--- config.mk ---
export PLATFORM = sky130hd
export DESIGN_NAME = bpa_alu
export DESIGN_NICKNAME = d
export VERILOG_FILES = /design/src/hdl/bitmap_page_allocator_assert.svh /design/src/hdl/bpa_pkg.sv /design/src/hdl/bpa_alu.sv
export SDC_FILE = /design/constraint.sdc
export NUM_CORES = 1
export LEC_CHECK = 0
export BUFFER_PORTS_ARGS = -buffer_cell sky130_fd_sc_hd__buf_2
export CAP_MARGIN = 20
export CORE_UTILIZATION = 57
export DETAILED_ROUTE_END_ITERATION = 7
export PLACE_DENSITY = 0.95
export SKIP_LAST_GASP = 1
export SYNTH_ARGS = -nofsm -noshare
export SYNTH_HDL_FRONTEND = slang
export SYNTH_SLANG_ARGS = --single-unit
--- constraint.sdc ---
create_clock -name vclk -period 23.4
set_input_delay 5.85 -clock vclk [all_inputs]
set_output_delay 5.85 -clock vclk [all_outputs]
set_load 0.005 [all_outputs]
--- src/hdl/bitmap_page_allocator_assert.svh ---
// Assertion macros shared by the page allocator modules.
`ifndef BITMAP_PAGE_ALLOCATOR_ASSERT_SVH
`define BITMAP_PAGE_ALLOCATOR_ASSERT_SVH
`ifndef SYNTHESIS
`define BPA_ASSERT_NOW(lbl, ante, cons) \
   lbl: assert property (@(posedge clock) disable iff (reset) (ante) |-> (cons)) \
      else $error("page allocator assertion failed");
`define BPA_ASSERT_NEXT(lbl, ante, cons) \
   lbl: assert property (@(posedge clock) disable iff (reset) (ante) |=> (cons)) \
      else $error("page allocator assertion failed");
`else
`define BPA_ASSERT_NOW(lbl, ante, cons)
`define BPA_ASSERT_NEXT(lbl, ante, cons)
`endif
`endif

--- src/hdl/bpa_pkg.sv ---
// Types, codes and helper functions of the bitmap page allocator.
package bpa_pkg;

   localparam int BASE_W   = 52;
   localparam int ADDR_W   = 64;
   localparam int WORD_W   = 64;
   localparam int BIT_W    = 6;

   localparam logic OP_ALLOC = 1'b0;
   localparam logic OP_FREE  = 1'b1;

   typedef enum logic [2:0] {
      ST_OK            = 3'd0,
      ST_OUT_OF_PAGES  = 3'd1,
      ST_MISALIGNED    = 3'd2,
      ST_BELOW_BASE    = 3'd3,
      ST_BEYOND_POOL   = 3'd4,
      ST_NOT_ALLOCATED = 3'd5
   } status_type;

   typedef struct packed {
      logic              op;
      logic [ADDR_W-1:0] free_address;
   } req_type;

   typedef struct packed {
      status_type        status;
      logic [ADDR_W-1:0] page_address;
   } rsp_type;

   typedef enum logic [2:0] {
      S_CLEAR,
      S_IDLE,
      S_SCAN,
      S_ALLOC_ADDR,
      S_FREE_SUB,
      S_FREE_RANGE,
      S_FREE_BIT,
      S_DONE
   } state_type;

   typedef enum logic {
      ALU_ADD = 1'b0,
      ALU_SUB = 1'b1
   } alu_op_type;

   typedef struct packed {
      alu_op_type        op;
      logic [ADDR_W-1:0] a;
      logic [ADDR_W-1:0] b;
   } alu_in_type;

   typedef struct packed {
      logic [ADDR_W-1:0] result;
      logic              carry;
   } alu_out_type;

   typedef struct packed {
      logic             found;
      logic [BIT_W-1:0] idx;
   } zero_hit_type;

   // Lowest clear bit of a bitmap word.
   function automatic zero_hit_type find_first_zero(input logic [WORD_W-1:0] word);
      zero_hit_type hit;
      hit.found = 1'b0;
      hit.idx   = '0;
      for (int i = WORD_W - 1; i >= 0; i--) begin
         if (!word[i]) begin
            hit.found = 1'b1;
            hit.idx   = BIT_W'(i);
         end
      end
      return hit;
   endfunction

endpackage

--- src/hdl/bpa_alu.sv ---
// Shared 64-bit add/subtract unit used for address and range arithmetic.
module bpa_alu
   import bpa_pkg::*;
(
   input  alu_in_type  alu_in,
   output alu_out_type alu_out
);

   logic [ADDR_W:0] sum;

   always_comb begin
      if (alu_in.op == ALU_SUB) begin
         sum = {1'b0, alu_in.a} - {1'b0, alu_in.b};
      end else begin
         sum = {1'b0, alu_in.a} + {1'b0, alu_in.b};
      end
      alu_out.result = sum[ADDR_W-1:0];
      // On a subtract this bit is the borrow.
      alu_out.carry  = sum[ADDR_W];
   end

endmodule

==> results.yml, run 1 <==
detailed_routing:
  ant_nets: 0
  vias: 6727
  wire_per_inst_um: 16.6
  drc_errors: 0
  routed_wl_um: 17700
  first_pass_iters: 5
  via_per_inst: 6.32
  drtIter0Drc: 456
sta:
  drv_slew: 0
  finalSetupViolations: 0
  period_minus_slack_ps: 17220
  max-slew-margin-rel_pct: 53.7
  finalHoldViolCount: 0
  fmax_ghz: 0.0581
  tns_ps: 0
  period_share_pct: 73.6
  rsz0062_at_grt: "false"
  max_slew.worst_pin.slew_ps: 689
floorplanning:
  die_h_um: 97.6
  fp.dieW_um: 97.6
  die-area_sq_mm: 0.00952
  rows: 34
  ios: 194
  core_sq_mm: 0.00876
  start_util_pct: 59.4
grt:
  overflow: 0
  grt_pass1_vias: 6195
  grt_use_total_pct: 35.3
  grt_max_degree: 57
  grt_pass1_wl_um: 28500
  grt_util_met1_pct: 43.8
  use_met3_pct: 3.17
  gr-max-usage-layer: "met2"
  antenna_found_initial: 0
  met2_usage_pct: 63.9
final_layout:
  diodes: 0
  seq_cell_count: 0
  syn2layout_area_growth_pct: 19.2
  layout.area.seq_sq_um: 0
  nets: 1154
  fill_cells: 782
  multi_input_area_sq_mm: 0.00498
  nClkBuffers: 0
  drive_gt1_share_pct: 22.3
  fin_util_pct: 70.8
worst_setup_path:
  required_ps: 17550
  cp-start-kind: "input pin"
  crit_arrival_ps: 11370
  worstPathCellList: "buf_2 -> or4_4 -> nor4_4 -> nand3_2 -> or4_1 -> nor2_1 -> a21oi_1 -> xnor2_1 -> ha_1 -> nand4_1 -> nor4_1 -> a211oi_1 -> o21ai_0 -> a41oi_1 -> o31ai_2 -> a311oi_1 -> a31oi_1 -> a2111oi_0 -> a211oi_1 -> buf_2"
  path_delay_family: "simple AND/OR/NAND/NOR gates"
  worstPathMaxFanout: 8
  crit_path_top_delay_cell: "or4_1"
  end_kind: "output port"
  setup.worst_path.class: "in -> out"
  critPathMaxStageDelay_ps: 680
  crit_buf_inv: 2
clocking:
  cts_hold_buf: 0
  postCtsSetupRepairBufs: 0
  cts_resized: 0
logic_synthesis:
  avgSynthCellArea_sq_um: 6.58
  synth_cell_type_count: 65
  synth_fp_nets: 987
  yosys.area.top_type: "xnor2_1"
  synth_area_sq_mm: 0.00521
  yosysSeqAreaShare_pct: 0
  synth_top_cell_area_share_pct: 15.6
  synth_area_leaders: "xnor2_1 (16%), ha_1 (16%), a21oi_1 (10%)"
  synth_warnings: 0
  netlist_instances: 792
power:
  vdd_drop_max_mv: 0.0249
  total_power_mw: 0.253
  power.leakage_nw: 2.91
  p_per_area_mw_per_mm2: 40.8
placement:
  place.detailed.hpwl_um: 15000
  gp_congestion: 0.974
  port_buffers: 194
run_status:
  status: "finished, final reports clean"
hold_path:
  hold_path_class: "in -> out"
job:
  maxCapViolCount: 0
-- layer usage --
layer / wire [um] / vias to the layer above / share of wire (%)
met1: 7180 / 3051 / 41
met5: 0 / - / 0
met4: 586 / 0 / 3.3
met2: 8470 / 384 / 48
li1: - / 3237 / -
met3: 1440 / 55 / 8.1
-- metrics by stage --
step	std cells	hold WS, ps	setup slack (ps)	instance area, sq um
after floorplan	792	11840	7270	5210
after global placement	1065	12080	6480	6210
after detailed placement	1065	12070	6360	6210
after CTS	1065	12080	6340	6210
after global routing	1065	12110	5780	6210
final	1065	12080	6180	6210
-- final cells by class --
cell class                 instances  area share, %
inverter                          30           1.81
multi-input combinational        732           80.2
timing repair buffer             195           15.8
tap                              108           2.18
-- synth_stat cells (10+ instances only) --
library cell	n
clkbuf_1	26
inv_1	30
o21ai_0	46
o21bai_1	10
ha_1	65
nand3_1	15
xnor2_1	93
nor3_1	22
a31oi_1	17
nand2_1	62
xor2_1	28
or3_1	10
nor2_1	92
nand4_1	15
a21o_1	31
a21oi_1	105
-- worst paths after layout --
| kind | startpoint | to | slack (ps) | cells past startpoint |
|---|---|---|---|---|
| worst max-delay path | alu_in[14] | alu_out[62] | 6180 | 20 |
| worst min-delay path | alu_in[0] | alu_out[1] | 12080 | 4 |
-- layout by cell type, fill, tap and decap left out, types with 28 or more instances in the layout --
master	synthesis	final
buf_2	1	194
a21oi_1	105	105
xnor2_1	93	93
nor2_1	92	92
ha_1	65	65
nand2_1	62	62
o21ai_0	46	46
a21o_1	31	31
inv_1	30	30
xor2_1	28	28
-- power by group --
part | internal (mW) | switching (mW)
Clock | 0 | 0
Combinational | 0.111 | 0.143
Sequential | 0 | 0
Total | 0.111 | 0.143
-- tightest hold or removal path: stages --
cell and delay (ps):
buf_2 100, ha_1 120, inv_1 30, buf_2 110
-- cell families (layout without fill, tap and decap cells) --
group           count (synthesis)  in the layout  share of synthesized area, %
compound gates                272            272                          32.7
xor+xnor                      121            121                          20.3
buf+inv                        60            225                          4.37
fa+ha+maj                      66             66                          16.0
simple gates                  271            271                          26.2
mux                             2              2                         0.384
(Power assumes the default switching activity.)
==> run 2, diff against run 1 <==
--- a/config.mk
+++ b/config.mk
@@ -7,9 +7,9 @@
 export LEC_CHECK = 0
 export BUFFER_PORTS_ARGS = -buffer_cell sky130_fd_sc_hd__buf_2
 export CAP_MARGIN = 20
-export CORE_UTILIZATION = 57
+export CORE_UTILIZATION = 48
 export DETAILED_ROUTE_END_ITERATION = 7
-export PLACE_DENSITY = 0.95
+export PLACE_DENSITY = 0.85
 export SKIP_LAST_GASP = 1
 export SYNTH_ARGS = -nofsm -noshare
 export SYNTH_HDL_FRONTEND = slang
==> constraint.sdc (replaced) <==
create_clock -name vclk -period 14.4
set_input_delay 3.6 -clock vclk [all_inputs]
set_output_delay 3.6 -clock vclk [all_outputs]
set_load 0.005 [all_outputs]
==> run 2 against run 1 <==
Hold slack worse by 4500 ps. Global-route usage is 6.1 points lower. Largest power group unchanged. Count of clock-buffer cells in the layout stayed put. Die area is 18% higher. Non-clock buffer count stayed put. Worst setup slack worse by 4600 ps. Routed wire length is 1.8% lower. Total power is 61% higher. Final cell count is 2.7% higher.
==> results.yml, run 2 (synthesis results as in run 1) <==
final_layout:
  drive_gt1_share_pct: 22.3
  nClkBuffers: 0
  nets: 1154
  layout.area.seq_sq_um: 0
  final_cell_mix: "buf_2 (194), a21oi_1 (105), xnor2_1 (93)"
  multi_input_area_sq_mm: 0.00498
  fill_cells: 1011
  seq_cell_count: 0
  syn2layout_area_growth_pct: 19.9
  fin_util_pct: 60.0
  final_common_cell: "buf_2"
worst_setup_path:
  cp-start-kind: "input pin"
  required_ps: 10800
  crit_arrival_ps: 9170
  end_kind: "output port"
  critPathMaxStageDelay_ps: 680
  crit_start: "alu_in[14]"
  setup.worst_path.class: "in -> out"
  crit_path_top_delay_cell: "or4_1"
  worstPathMaxFanout: 7
  worstPathCellList: "buf_2 -> or4_4 -> nor4_4 -> nand3_2 -> or4_1 -> o31ai_1 -> xor2_1 -> ha_1 -> nand4_1 -> nor4_1 -> a211oi_1 -> o21ai_0 -> a41oi_1 -> o31ai_2 -> a311oi_1 -> a31oi_1 -> a2111oi_0 -> a211oi_1 -> buf_2"
hold_path:
  min-delay-start: "alu_in[0]"
  hold_path_class: "in -> out"
detailed_routing:
  first_pass_iters: 5
  routed_wl_um: 17400
  ant_nets: 0
  wire_per_inst_um: 15.9
  vias: 6540
  via_per_inst: 5.98
  drc_errors: 0
  drtIter0Drc: 429
clocking:
  cts_hold_buf: 0
  postCtsSetupRepairBufs: 0
  cts_resized: 0
grt:
  antenna_found_initial: 1
  overflow: 0
  grt_pass1_vias: 5970
  grt_use_total_pct: 29.2
  grt_pass1_wl_um: 27500
  grt_max_degree: 33
floorplanning:
  rows: 37
  start_util_pct: 50.0
  core_sq_mm: 0.0104
  fp.dieW_um: 106
  die_h_um: 106
  die-area_sq_mm: 0.0113
  ios: 194
power:
  seqPwrFrac_pct: 0
  power.leakage_nw: 2.91
  switching_power_mw: 0.228
  intPower_mw: 0.180
  p_per_area_mw_per_mm2: 65.4
  vdd_drop_max_mv: 0.0387
  total_power_mw: 0.408
  p_clk_share_pct: 0
  switching_share_pct: 55.9
  p_comb_share_pct: 100.0
sta:
  max-slew-margin-rel_pct: 57.8
  period_minus_slack_ps: 12770
  finalSetupViolations: 0
  drv_slew: 0
  rsz0062_at_grt: "false"
  fmax_ghz: 0.0783
  tns_ps: 0
  period_share_pct: 88.7
  hold_slack_ps: 7580
  finalHoldViolCount: 0
  max_slew.worst_pin.slew_ps: 633
placement:
  gp_congestion: 1.01
  port_buffers: 194
  place.detailed.hpwl_um: 15000
run_status:
  status: "finished, final reports clean"
job:
  maxCapViolCount: 0
run 2: per-layer routing:
| metal | track usage (%) | share of wire (%) | wire length (um) | up-vias |
|---|---|---|---|---|
| met2 | 51.1 | 47 | 8110 | 287 |
| met5 | 0 | 0 | 0 | - |
| met4 | 8.13 | 2.9 | 511 | 0 |
| li1 | - | - | - | 3237 |
| met1 | 37.8 | 43 | 7540 | 2972 |
| met3 | 2.82 | 6.9 | 1190 | 44 |
run 2: through the flow:
step / setup slack (ps) / area (sq um) / cells
finish: 1630 / 6240 / 1094
global route: 1250 / 6240 / 1093
CTS: 1770 / 6240 / 1093
detailed placement: 1800 / 6240 / 1093
global placement: 1930 / 6240 / 1093
floorplan: 2770 / 5210 / 792
run 2: worst max-delay path: cells and delay by family:
family | cells | cell delay, ps
xor gates and xnor gates | 1 | 110
buffers and inverters | 2 | 270
and+or+nand+nor | 6 | 2320
adders and majority gates | 1 | 430
AOI/OAI and AO/OA | 9 | 2440
run 2: worst paths after layout:
| path | endpoint | cells past startpoint |
|---|---|---|
| min | alu_out[1] | 4 |
| max | alu_out[62] | 19 |
run 2: area by class of cell:
type	count	share of cell area (%)
antenna	1	0.0401
multi-input combinational	732	79.8
timing repair buffer	195	15.7
tap	136	2.72
inverter	30	1.80
run 2: power by group through the flow:
stage	Combinational, mW	Sequential [mW]	Clock, mW
2_1_floorplan	0.262	0	0
3_3_place_gp	0.398	0	0
3_5_place_dp	0.401	0	0
4_1_cts	0.403	0	0
5_1_grt	0.446	0	0
6_report	0.408	0	0.00000000929
