## config.mk

```make
export PLATFORM = sky130hd
export DESIGN_NAME = bpa_ctrl
export DESIGN_NICKNAME = d
export VERILOG_FILES = /design/src/hdl/bpa_pkg.sv /design/src/hdl/bpa_ctrl.sv
export VERILOG_INCLUDE_DIRS = /design/src /design/src/hdl
export SDC_FILE = /design/constraint.sdc
export NUM_CORES = 1
export LEC_CHECK = 0
export BUFFER_PORTS_ARGS = -buffer_cell sky130_fd_sc_hd__buf_2
export CAP_MARGIN = 40
export CELL_PAD_IN_SITES_DETAIL_PLACEMENT = 1
export CELL_PAD_IN_SITES_GLOBAL_PLACEMENT = 1
export CORE_AREA = 3 3 202 204
export DETAILED_ROUTE_END_ITERATION = 12
export DIE_AREA = 0 0 205 207
export PLACE_DENSITY = 0.79
export RECOVER_POWER = 50
export SLEW_MARGIN = 20
export SYNTH_ARGS = -nofsm -noshare
export SYNTH_HDL_FRONTEND = slang
export SYNTH_SLANG_ARGS = --single-unit
export TNS_END_PERCENT = 20
```

## constraint.sdc

```tcl
create_clock -name clock -period 14.48 [get_ports clock]
set_clock_uncertainty 0.05 [all_clocks]
set_input_delay 2.896 -clock clock [delete_from_list [all_inputs] [get_ports clock]]
set_output_delay 2.896 -clock clock [all_outputs]
set_load 0.01 [all_outputs]
```

## src/hdl/bitmap_page_allocator_assert.svh

```systemverilog
// Assertion macros shared by the page allocator modules.
`ifndef BITMAP_PAGE_ALLOCATOR_ASSERT_SVH
`define BITMAP_PAGE_ALLOCATOR_ASSERT_SVH
`ifndef SYNTHESIS
`define BPA_ASSERT_NOW(lbl, ante, cons) \
   lbl: assert property (@(posedge clock) disable iff (reset) (ante) |-> (cons)) \
      else $error("page allocator assertion failed");
`define BPA_ASSERT_NEXT(lbl, ante, cons) \
   lbl: assert property (@(posedge clock) disable iff (reset) (ante) |=> (cons)) \
      else $error("page allocator assertion failed");
`else
`define BPA_ASSERT_NOW(lbl, ante, cons)
`define BPA_ASSERT_NEXT(lbl, ante, cons)
`endif
`endif

```

## src/hdl/bpa_pkg.sv

```systemverilog
// Types, codes and helper functions of the bitmap page allocator.
package bpa_pkg;

   localparam int BASE_W   = 52;
   localparam int ADDR_W   = 64;
   localparam int WORD_W   = 64;
   localparam int BIT_W    = 6;

   localparam logic OP_ALLOC = 1'b0;
   localparam logic OP_FREE  = 1'b1;

   typedef enum logic [2:0] {
      ST_OK            = 3'd0,
      ST_OUT_OF_PAGES  = 3'd1,
      ST_MISALIGNED    = 3'd2,
      ST_BELOW_BASE    = 3'd3,
      ST_BEYOND_POOL   = 3'd4,
      ST_NOT_ALLOCATED = 3'd5
   } status_type;

   typedef struct packed {
      logic              op;
      logic [ADDR_W-1:0] free_address;
   } req_type;

   typedef struct packed {
      status_type        status;
      logic [ADDR_W-1:0] page_address;
   } rsp_type;

   typedef enum logic [2:0] {
      S_CLEAR,
      S_IDLE,
      S_SCAN,
      S_ALLOC_ADDR,
      S_FREE_SUB,
      S_FREE_RANGE,
      S_FREE_BIT,
      S_DONE
   } state_type;

   typedef enum logic {
      ALU_ADD = 1'b0,
      ALU_SUB = 1'b1
   } alu_op_type;

   typedef struct packed {
      alu_op_type        op;
      logic [ADDR_W-1:0] a;
      logic [ADDR_W-1:0] b;
   } alu_in_type;

   typedef struct packed {
      logic [ADDR_W-1:0] result;
      logic              carry;
   } alu_out_type;

   typedef struct packed {
      logic             found;
      logic [BIT_W-1:0] idx;
   } zero_hit_type;

   // Lowest clear bit of a bitmap word.
   function automatic zero_hit_type find_first_zero(input logic [WORD_W-1:0] word);
      zero_hit_type hit;
      hit.found = 1'b0;
      hit.idx   = '0;
      for (int i = WORD_W - 1; i >= 0; i--) begin
         if (!word[i]) begin
            hit.found = 1'b1;
            hit.idx   = BIT_W'(i);
         end
      end
      return hit;
   endfunction

endpackage

```

## src/hdl/bpa_ctrl.sv

```systemverilog
// Sequencer of the page allocator: clear pass, word-serial scan and free checks.
`include "bitmap_page_allocator_assert.svh"
module bpa_ctrl
   import bpa_pkg::*;
#(
   parameter int NUM_PAGES  = 8192,
   parameter int PAGE_SHIFT = 12,
   parameter int WORDS      = 128,
   parameter int WIDX_W     = 7
) (
   input  logic              clock,
   input  logic              reset,
   input  logic              req_valid,
   output logic              req_ready,
   input  req_type           req_data,
   input  logic [BASE_W-1:0] base_page,
   input  logic              out_free,
   output logic              res_load,
   output rsp_type           res_data,
   output logic              wr_en,
   output logic [WIDX_W-1:0] wr_addr,
   output logic [WORD_W-1:0] wr_data,
   output logic [WIDX_W-1:0] rd_addr,
   input  logic [WORD_W-1:0] rd_data,
   output alu_in_type        alu_in,
   input  alu_out_type       alu_out
);

   localparam int PIDX_W = WIDX_W + BIT_W;
   localparam logic [WIDX_W-1:0] LAST_WORD = WIDX_W'(WORDS - 1);
   localparam int VALID_LAST = NUM_PAGES - (WORDS - 1) * WORD_W;
   // Bits of the last word beyond the pool read as used so the scan skips them.
   localparam logic [WORD_W-1:0] SLACK_MASK =
      (VALID_LAST == WORD_W) ? '0 : ~((64'd1 << VALID_LAST) - 64'd1);

   state_type          state_ff, state_in;
   logic [WIDX_W-1:0]  widx_ff, widx_in;
   logic [PIDX_W-1:0]  pidx_ff, pidx_in;
   logic [ADDR_W-1:0]  addr_ff, addr_in;
   logic [ADDR_W-1:0]  diff_ff, diff_in;
   logic               borrow_ff, borrow_in;
   rsp_type            res_ff, res_in;
   logic [WORD_W-1:0]  scan_word;
   zero_hit_type       hit;

   always_ff @(posedge clock) begin
      if (reset) begin
         state_ff <= S_CLEAR;
         widx_ff  <= '0;
      end else begin
         state_ff <= state_in;
         widx_ff  <= widx_in;
      end
   end

   always_ff @(posedge clock) begin
      pidx_ff   <= pidx_in;
      addr_ff   <= addr_in;
      diff_ff   <= diff_in;
      borrow_ff <= borrow_in;
      res_ff    <= res_in;
   end

   always_comb begin
      scan_word = rd_data | ((widx_ff == LAST_WORD) ? SLACK_MASK : '0);
      hit       = find_first_zero(scan_word);
   end

   always_comb begin
      state_in  = state_ff;
      widx_in   = widx_ff;
      pidx_in   = pidx_ff;
      addr_in   = addr_ff;
      diff_in   = diff_ff;
      borrow_in = borrow_ff;
      res_in    = res_ff;
      req_ready = 1'b0;
      res_load  = 1'b0;
      wr_en     = 1'b0;
      wr_addr   = widx_ff;
      wr_data   = '0;
      rd_addr   = widx_ff;
      alu_in.op = ALU_ADD;
      alu_in.a  = '0;
      alu_in.b  = '0;

      case (state_ff)
         S_CLEAR: begin
            wr_en = 1'b1;
            if (widx_ff == LAST_WORD) begin
               state_in = S_IDLE;
            end else begin
               widx_in = widx_ff + 1'b1;
            end
         end
         S_IDLE: begin
            req_ready = 1'b1;
            rd_addr   = '0;
            if (req_valid) begin
               widx_in = '0;
               addr_in = req_data.free_address;
               if (req_data.op == OP_FREE) begin
                  state_in = S_FREE_SUB;
               end else begin
                  state_in = S_SCAN;
               end
            end
         end
         S_SCAN: begin
            // rd_data holds word widx_ff; the next word is fetched meanwhile.
            if (hit.found) begin
               wr_en    = 1'b1;
               wr_data  = rd_data | (64'd1 << hit.idx);
               pidx_in  = {widx_ff, hit.idx};
               state_in = S_ALLOC_ADDR;
            end else if (widx_ff == LAST_WORD) begin
               res_in.status       = ST_OUT_OF_PAGES;
               res_in.page_address = '0;
               state_in            = S_DONE;
            end else begin
               widx_in = widx_ff + 1'b1;
               rd_addr = widx_ff + 1'b1;
            end
         end
         S_ALLOC_ADDR: begin
            alu_in.op           = ALU_ADD;
            alu_in.a            = ADDR_W'(base_page);
            alu_in.b            = ADDR_W'(pidx_ff);
            res_in.status       = ST_OK;
            res_in.page_address = alu_out.result << PAGE_SHIFT;
            state_in            = S_DONE;
         end
         S_FREE_SUB: begin
            alu_in.op = ALU_SUB;
            alu_in.a  = addr_ff >> PAGE_SHIFT;
            alu_in.b  = ADDR_W'(base_page);
            diff_in   = alu_out.result;
            borrow_in = alu_out.carry;
            res_in.page_address = '0;
            if (addr_ff[PAGE_SHIFT-1:0] != '0) begin
               res_in.status = ST_MISALIGNED;
               state_in      = S_DONE;
            end else begin
               state_in = S_FREE_RANGE;
            end
         end
         S_FREE_RANGE: begin
            pidx_in = diff_ff[PIDX_W-1:0];
            rd_addr = diff_ff[PIDX_W-1:BIT_W];
            if (borrow_ff) begin
               res_in.status = ST_BELOW_BASE;
               state_in      = S_DONE;
            end else if (diff_ff >= ADDR_W'(NUM_PAGES)) begin
               res_in.status = ST_BEYOND_POOL;
               state_in      = S_DONE;
            end else begin
               state_in = S_FREE_BIT;
            end
         end
         S_FREE_BIT: begin
            wr_addr  = pidx_ff[PIDX_W-1:BIT_W];
            wr_data  = rd_data & ~(64'd1 << pidx_ff[BIT_W-1:0]);
            state_in = S_DONE;
            if (rd_data[pidx_ff[BIT_W-1:0]]) begin
               wr_en         = 1'b1;
               res_in.status = ST_OK;
            end else begin
               res_in.status = ST_NOT_ALLOCATED;
            end
         end
         S_DONE: begin
            if (out_free) begin
               res_load = 1'b1;
               state_in = S_IDLE;
            end
         end
         default: begin
            state_in = S_IDLE;
         end
      endcase
   end

   assign res_data = res_ff;

   `BPA_ASSERT_NOW(a_fail_addr_zero, res_load && res_ff.status != ST_OK, res_ff.page_address == '0)
   `BPA_ASSERT_NOW(a_scan_step, state_ff == S_SCAN && $past(state_ff) == S_SCAN, widx_ff == WIDX_W'($past(widx_ff) + 1'b1))
   `BPA_ASSERT_NEXT(a_clear_done, state_ff == S_CLEAR && widx_ff == LAST_WORD, state_ff == S_IDLE)

endmodule

```

==> impl_metrics.yaml, run 1 <==
run_status:
  status: "finished with violations"
  violations: "capacitance limit, slew limit"
sta:
  rsz0062_at_grt: "no"
  setup_ws_ps: 5220
  finalCriticalPeriod_ps: 9260
  worst_hold_slack_ps: 476
  max_slew_margin_pct: -122
  fin_setup_tns_ps: 0
  fmax_ghz: 0.108
  worstMarginPinSlew_ps: 3340
  hold_viol: 0
  fin_crit_sh_pct: 64.0
  drv_slew: 114
  setup_viol: 0
floorplan:
  die_h_um: 207
  placementRows: 73
  dieWidth_um: 205
  ioPinCount: 527
  initial_core_util_pct: 30.5
  core_area_um2: 39500
  die-area_um2: 42400
logic_synthesis:
  syn-instance-count: 1162
  syn_area_per_cell_um2: 10.3
  ys_seq_area_share_pct: 50.9
  synth_area_um2: 12000
  ys.flop_type: "edfxtp_1"
  ys_ff_latch: 207
  synth_enable_flop_cells: 197
  ys_types: 73
  synthArstFlopShare_pct: 0
  yosysWarningCount: 0
clock_network:
  clock_sinks: 207
  postCtsResizedCells: 0
  cts_max_path_buffers: 3
  cts_setup_buffers: 0
  path_clk_slew_ps: 60
  cts_inserted_buffers: 25
  cts_tree: "done"
  htree_levels: 1
  cts_root_buffer: "clkbuf_16"
  clk_latency_ps: 540
  ctsHoldBuffers: 0
place:
  io_buffers: 490
  placed_cells: 2122
  place_hpwl_um: 43400
  dp_slack_ps: 5350
  gp_congestion: 0.968
cells_and_area:
  final_nets: 1877
  layout.cells.non_filler: 2169
  syn_to_final_growth_pct: 30.7
  drive_gt1_share_pct: 32.8
critical_path:
  cp.required_ps: 11530
  crit_type: "input port to output pin"
  crit_fanout: 7
  critPathLaunchType: "input port"
  worst_ep_arrival_time_ps: 6320
  r2r_slack_ps: 9340
  cp-end-kind: "output pin"
global_routing:
  grt_first_pass_wirelength_um: 80900
  gr-total-overflow: 0
  grt_max_degree: 82
  antenna_found_initial: 4
  grt.total_usage_pct: 24.9
  grt_pass1_vias: 12400
power_and_ir_drop:
  swShare_pct: 23.0
  pwr-share-seq_pct: 46.6
  p_int_w: 0.00108
  vdd_drop_max_uv: 105
  p_clk_share_pct: 46.0
  p_per_area_nw_per_um2: 89.3
  p_comb_share_pct: 7.3
  p_sw_w: 0.000322
  power.leakage_nw: 6.23
route:
  drtPass1Iterations: 5
  drt_wl_total_um: 55600
  drtIter0Drc: 981
  vias: 12000
  drcViolationCount: 0
  wl_per_cell_um: 25.6
  viasPerCell: 5.51
  ant_nets: 0
min_path:
  hp-class: "flip-flop to flip-flop"
run:
  cap_violations: 2
[kinds of logic (layout without fill, tap and decap cells)]
kind of cell | count (synthesis) | count (layout) | share of synthesized area [%]
fa+ha+maj | 1 | 1 | 0.104
other cells | 1 | 37 | 0.0312
simple gates | 396 | 396 | 17.6
buf+inv | 135 | 581 | 5.50
compound gates | 398 | 398 | 21.8
xor+xnor | 2 | 2 | 0.146
flops | 207 | 207 | 50.9
mux | 22 | 22 | 3.96
[worst max-delay path: stages]
cell and delay, ps:
buf_2 160, nand4_1 240, a211oi_1 460, o211ai_1 270
a2111oi_4 780, and2b_1 280, or4b_2 740, a21oi_1 300
buf_2 180
[metal layers]
| metal | share of wire (%) | up-vias | GRT usage (%) |
|---|---|---|---|
| met5 | 0.077 | - | 0 |
| met4 | 3.3 | 6 | 8.20 |
| met3 | 8.3 | 107 | 5.47 |
| met2 | 49 | 625 | 42.0 |
| met1 | 40 | 5899 | 31.7 |
| li1 | - | 5322 | - |
[power groups by stage]
stage          combinational [W]  sequential (W)  clock, W
2_1_floorplan          0.0000385        0.000666         0
3_3_place_gp           0.0000990        0.000667         0
3_5_place_dp            0.000102        0.000667         0
4_1_cts                 0.000103        0.000654  0.000665
5_1_grt                 0.000111        0.000654  0.000688
6_report                0.000103        0.000654  0.000646
[layout make-up]
cell class / instances / area, µm²
fill: 4622 / 23700
timing repair buffer: 514 / 2610
sequential: 207 / 6120
clock buffer: 31 / 648
multi-input combinational: 855 / 5410
inverter: 23 / 86.3
clock inverter: 13 / 181
antenna: 1 / 2.50
tap: 525 / 657
[path summary, 6_finish.rpt]
kind / startpoint / endpoint / depth (start not counted)
max: rd_data[51] / wr_data[12] / 9
min: diff_ff[3]$_DFFE_PN_ / pidx_ff[3]$_DFFE_PP_ / 2
max reg2reg: state_ff[0]$_SDFFE_PP0P_ / addr_ff[56]$_DFFE_PP_ / 6
min reg2reg: diff_ff[3]$_DFFE_PN_ / pidx_ff[3]$_DFFE_PP_ / 2
[stage by stage]
step                util [%]  total power [W]  instance area, µm²
floorplan                  -         0.000704               12200
global placement        37.6         0.000766               14900
detailed placement      37.9         0.000769               14900
CTS                     40.0          0.00142               15800
global route            39.8          0.00145               15700
finish                  39.8          0.00140               15700
[layout by cell type (no fill, tap or decap), types with 4 or more instances in the layout]
cell,instances
buf_2,440
edfxtp_1,197
o21ai_0,110
nand2_1,103
a21oi_1,99
a22o_1,65
clkbuf_1,61
and2_1,60
nor2_1,45
and2_0,37
conb_1,36
o31ai_1,29
nand3_1,27
clkbuf_16,25
inv_1,22
nand4_1,22
nor4_1,22
nor3_1,19
mux4_2,19
nand2b_1,17
buf_4,14
a31oi_1,12
o211ai_1,10
dfxtp_1,10
nor2b_1,8
a21o_1,7
and4_1,7
o22ai_1,7
and3_1,6
a22oi_1,5
a21boi_0,5
a41oi_1,4
a311oi_1,4
a221oi_1,4
o21ai_1,4
bufinv_16,4
clkinvlp_4,4
[synthesized netlist by cell type (27+ instances only)]
cell | instances | area [µm²]
edfxtp_1 | 197 | 5920
clkbuf_1 | 61 | 229
nand2_1 | 104 | 390
buf_4 | 36 | 270
a22o_1 | 65 | 569
o21ai_0 | 110 | 551
nor2_1 | 47 | 176
a21oi_1 | 99 | 495
o31ai_1 | 29 | 218
nand3_1 | 27 | 135
and2_1 | 98 | 613
[sequential cells by signal (all words and copies together) (netlist names)]
register / cells
pidx_ff: 13
borrow_ff: 1
widx_ff: 7
state_ff: 3
res_data: 55
addr_ff: 64
diff_ff: 64
No activity file was read; power rests on OpenSTA's default activity.
==> run 2, diff against run 1 <==
--- a/config.mk
+++ b/config.mk
@@ -10,10 +10,10 @@
 export CAP_MARGIN = 40
 export CELL_PAD_IN_SITES_DETAIL_PLACEMENT = 1
 export CELL_PAD_IN_SITES_GLOBAL_PLACEMENT = 1
-export CORE_AREA = 3 3 202 204
+export CORE_AREA = 3 3 204 206
 export DETAILED_ROUTE_END_ITERATION = 12
-export DIE_AREA = 0 0 205 207
-export PLACE_DENSITY = 0.79
+export DIE_AREA = 0 0 207 209
+export PLACE_DENSITY = 0.78
 export RECOVER_POWER = 50
 export SLEW_MARGIN = 20
 export SYNTH_ARGS = -nofsm -noshare
==> constraint.sdc (replaced) <==
create_clock -name clock -period 8.8 [get_ports clock]
set_clock_uncertainty 0.05 [all_clocks]
set_input_delay 1.76 -clock clock [delete_from_list [all_inputs] [get_ports clock]]
set_output_delay 1.76 -clock clock [all_outputs]
set_load 0.01 [all_outputs]
==> run 2 against run 1 <==
Against the previous run: largest cell class unchanged; the run still ends with capacitance limit, slew limit left; routed wire length down 1.2%; sequential power up 65%; die area up 2.0%.
==> impl_metrics.yaml, run 2 (synthesis results as in run 1) <==
run_status:
  status: "finished with violations"
  violations: "capacitance limit, slew limit"
clock_network:
  cts_tree: "done"
  htree_levels: 1
  postCtsResizedCells: 0
  clk_latency_ps: 530
  cts_root_buffer: "clkbuf_16"
  path_clk_slew_ps: 60
  clock_sinks: 207
  ctsHoldBuffers: 0
  cts_max_path_buffers: 3
  cts_setup_buffers: 0
  cts_inserted_buffers: 25
route:
  viasPerCell: 5.48
  drtIter0Drc: 876
  wl_per_cell_um: 25.3
  drtPass1Iterations: 5
  ant_nets: 0
  drt_wl_total_um: 54900
  vias: 11900
  drcViolationCount: 0
critical_path:
  crit_fanout: 7
  cp-end-kind: "output pin"
  critPathLaunchType: "input port"
  crit_type: "input port to output pin"
  worst_ep_arrival_time_ps: 4830
  cp.required_ps: 6990
power_and_ir_drop:
  p_sw_w: 0.000515
  power.leakage_nw: 6.25
  p_per_area_nw_per_um2: 149
  p_int_w: 0.00183
  vdd_drop_max_uv: 160
  swShare_pct: 22.0
  p_comb_share_pct: 7.2
  pwr-share-seq_pct: 45.9
  p_clk_share_pct: 46.9
floorplan:
  ioPinCount: 527
  die_h_um: 209
  placementRows: 73
  initial_core_util_pct: 30.2
  core_area_um2: 39800
  dieWidth_um: 207
  die-area_um2: 43300
sta:
  fin_setup_tns_ps: 0
  hold_viol: 0
  fin_crit_sh_pct: 75.4
  fmax_ghz: 0.151
  max_slew_margin_pct: -126
  worstMarginPinSlew_ps: 3400
  finalCriticalPeriod_ps: 6640
  rsz0062_at_grt: "no"
  setup_viol: 0
  drv_slew: 160
global_routing:
  grt_pass1_vias: 12200
  grtUsageMet3_pct: 6.67
  grt_use_met2_pct: 40.7
  grt_max_degree: 106
  busiest_layer: "met2"
  grt.total_usage_pct: 24.0
  met1_usage_pct: 30.1
  grt_first_pass_wirelength_um: 80700
  gr-total-overflow: 0
  antenna_found_initial: 2
place:
  place_hpwl_um: 43200
  io_buffers: 490
  gp_congestion: 0.950
cells_and_area:
  drive_gt1_share_pct: 32.8
  syn_to_final_growth_pct: 30.7
  n_antenna_cell: 0
  fin_util_pct: 39.4
  final_nets: 1879
  final_cell_mix: "442 x buf_2, 197 x edfxtp_1, 110 x o21ai_0"
  layout_commonest_cell: "buf_2"
run:
  cap_violations: 3
min_path:
  hp-class: "flip-flop to flip-flop"
==> run 2: cell count changes in the layout (fill, tap and decap cells not counted), sizes merged, moves of 2 or more <==
cell      change
bufinv        +2
buf           +2
clkbuf        -2
clkinvlp      -2
==> run 2: layer usage <==
| metal | share of wire [%] | up-vias |
|---|---|---|
| met5 | 0.049 | - |
| li1 | - | 5330 |
| met2 | 48 | 590 |
| met1 | 40 | 5838 |
| met4 | 3.0 | 4 |
| met3 | 8.6 | 103 |
==> run 2: final cells by class <==
type / instances / area [µm²]
Fill cell: 4656 / 24100
Inverter: 23 / 86.3
Clock inverter: 13 / 225
Timing Repair Buffer: 516 / 2590
Multi-Input combinational cell: 855 / 5400
Sequential cell: 207 / 6120
Clock buffer: 28 / 637
Tap cell: 525 / 657
==> run 2: critical path, stage by stage <==
cell and delay (ps):
buf_2 160, and4_1 220, a211oi_1 410, o211ai_1 270
a2111oi_4 610, and2b_1 260, or4b_2 750, a21oi_1 210
buf_2 160
==> run 2: metrics by stage <==
step                power, W  hold WS, ps  area (µm²)  std cells  worst slack (ps)
global route         0.00242          526       15700       2167              2070
CTS                  0.00237          520       15800       2162              2230
floorplan            0.00116          434       12200       1197              2670
finish               0.00235          504       15700       2167              2160
detailed placement   0.00126          513       14900       2121              2250
global placement     0.00126          524       14800       2115              2250
==> run 2: final timing paths <==
path / startpoint / to / slack [ps] / cells past startpoint
setup / recovery: rd_data[61] / wr_data[12] / 2160 / 9
hold / removal: diff_ff[3]$_DFFE_PN_ / pidx_ff[3]$_DFFE_PP_ / 500 / 2
setup reg to reg: state_ff[0]$_SDFFE_PP0P_ / addr_ff[55]$_DFFE_PP_ / 3400 / 6
hold reg to reg: diff_ff[3]$_DFFE_PN_ / pidx_ff[3]$_DFFE_PP_ / 500 / 2
==> run 2: power groups by stage <==
stage	clock (W)	combinational [W]	sequential [W]
floorplan	0	0.0000634	0.00110
global placement	0	0.000163	0.00110
detailed placement	0	0.000168	0.00110
CTS	0.00113	0.000168	0.00108
global route	0.00116	0.000182	0.00108
finish	0.00110	0.000169	0.00108
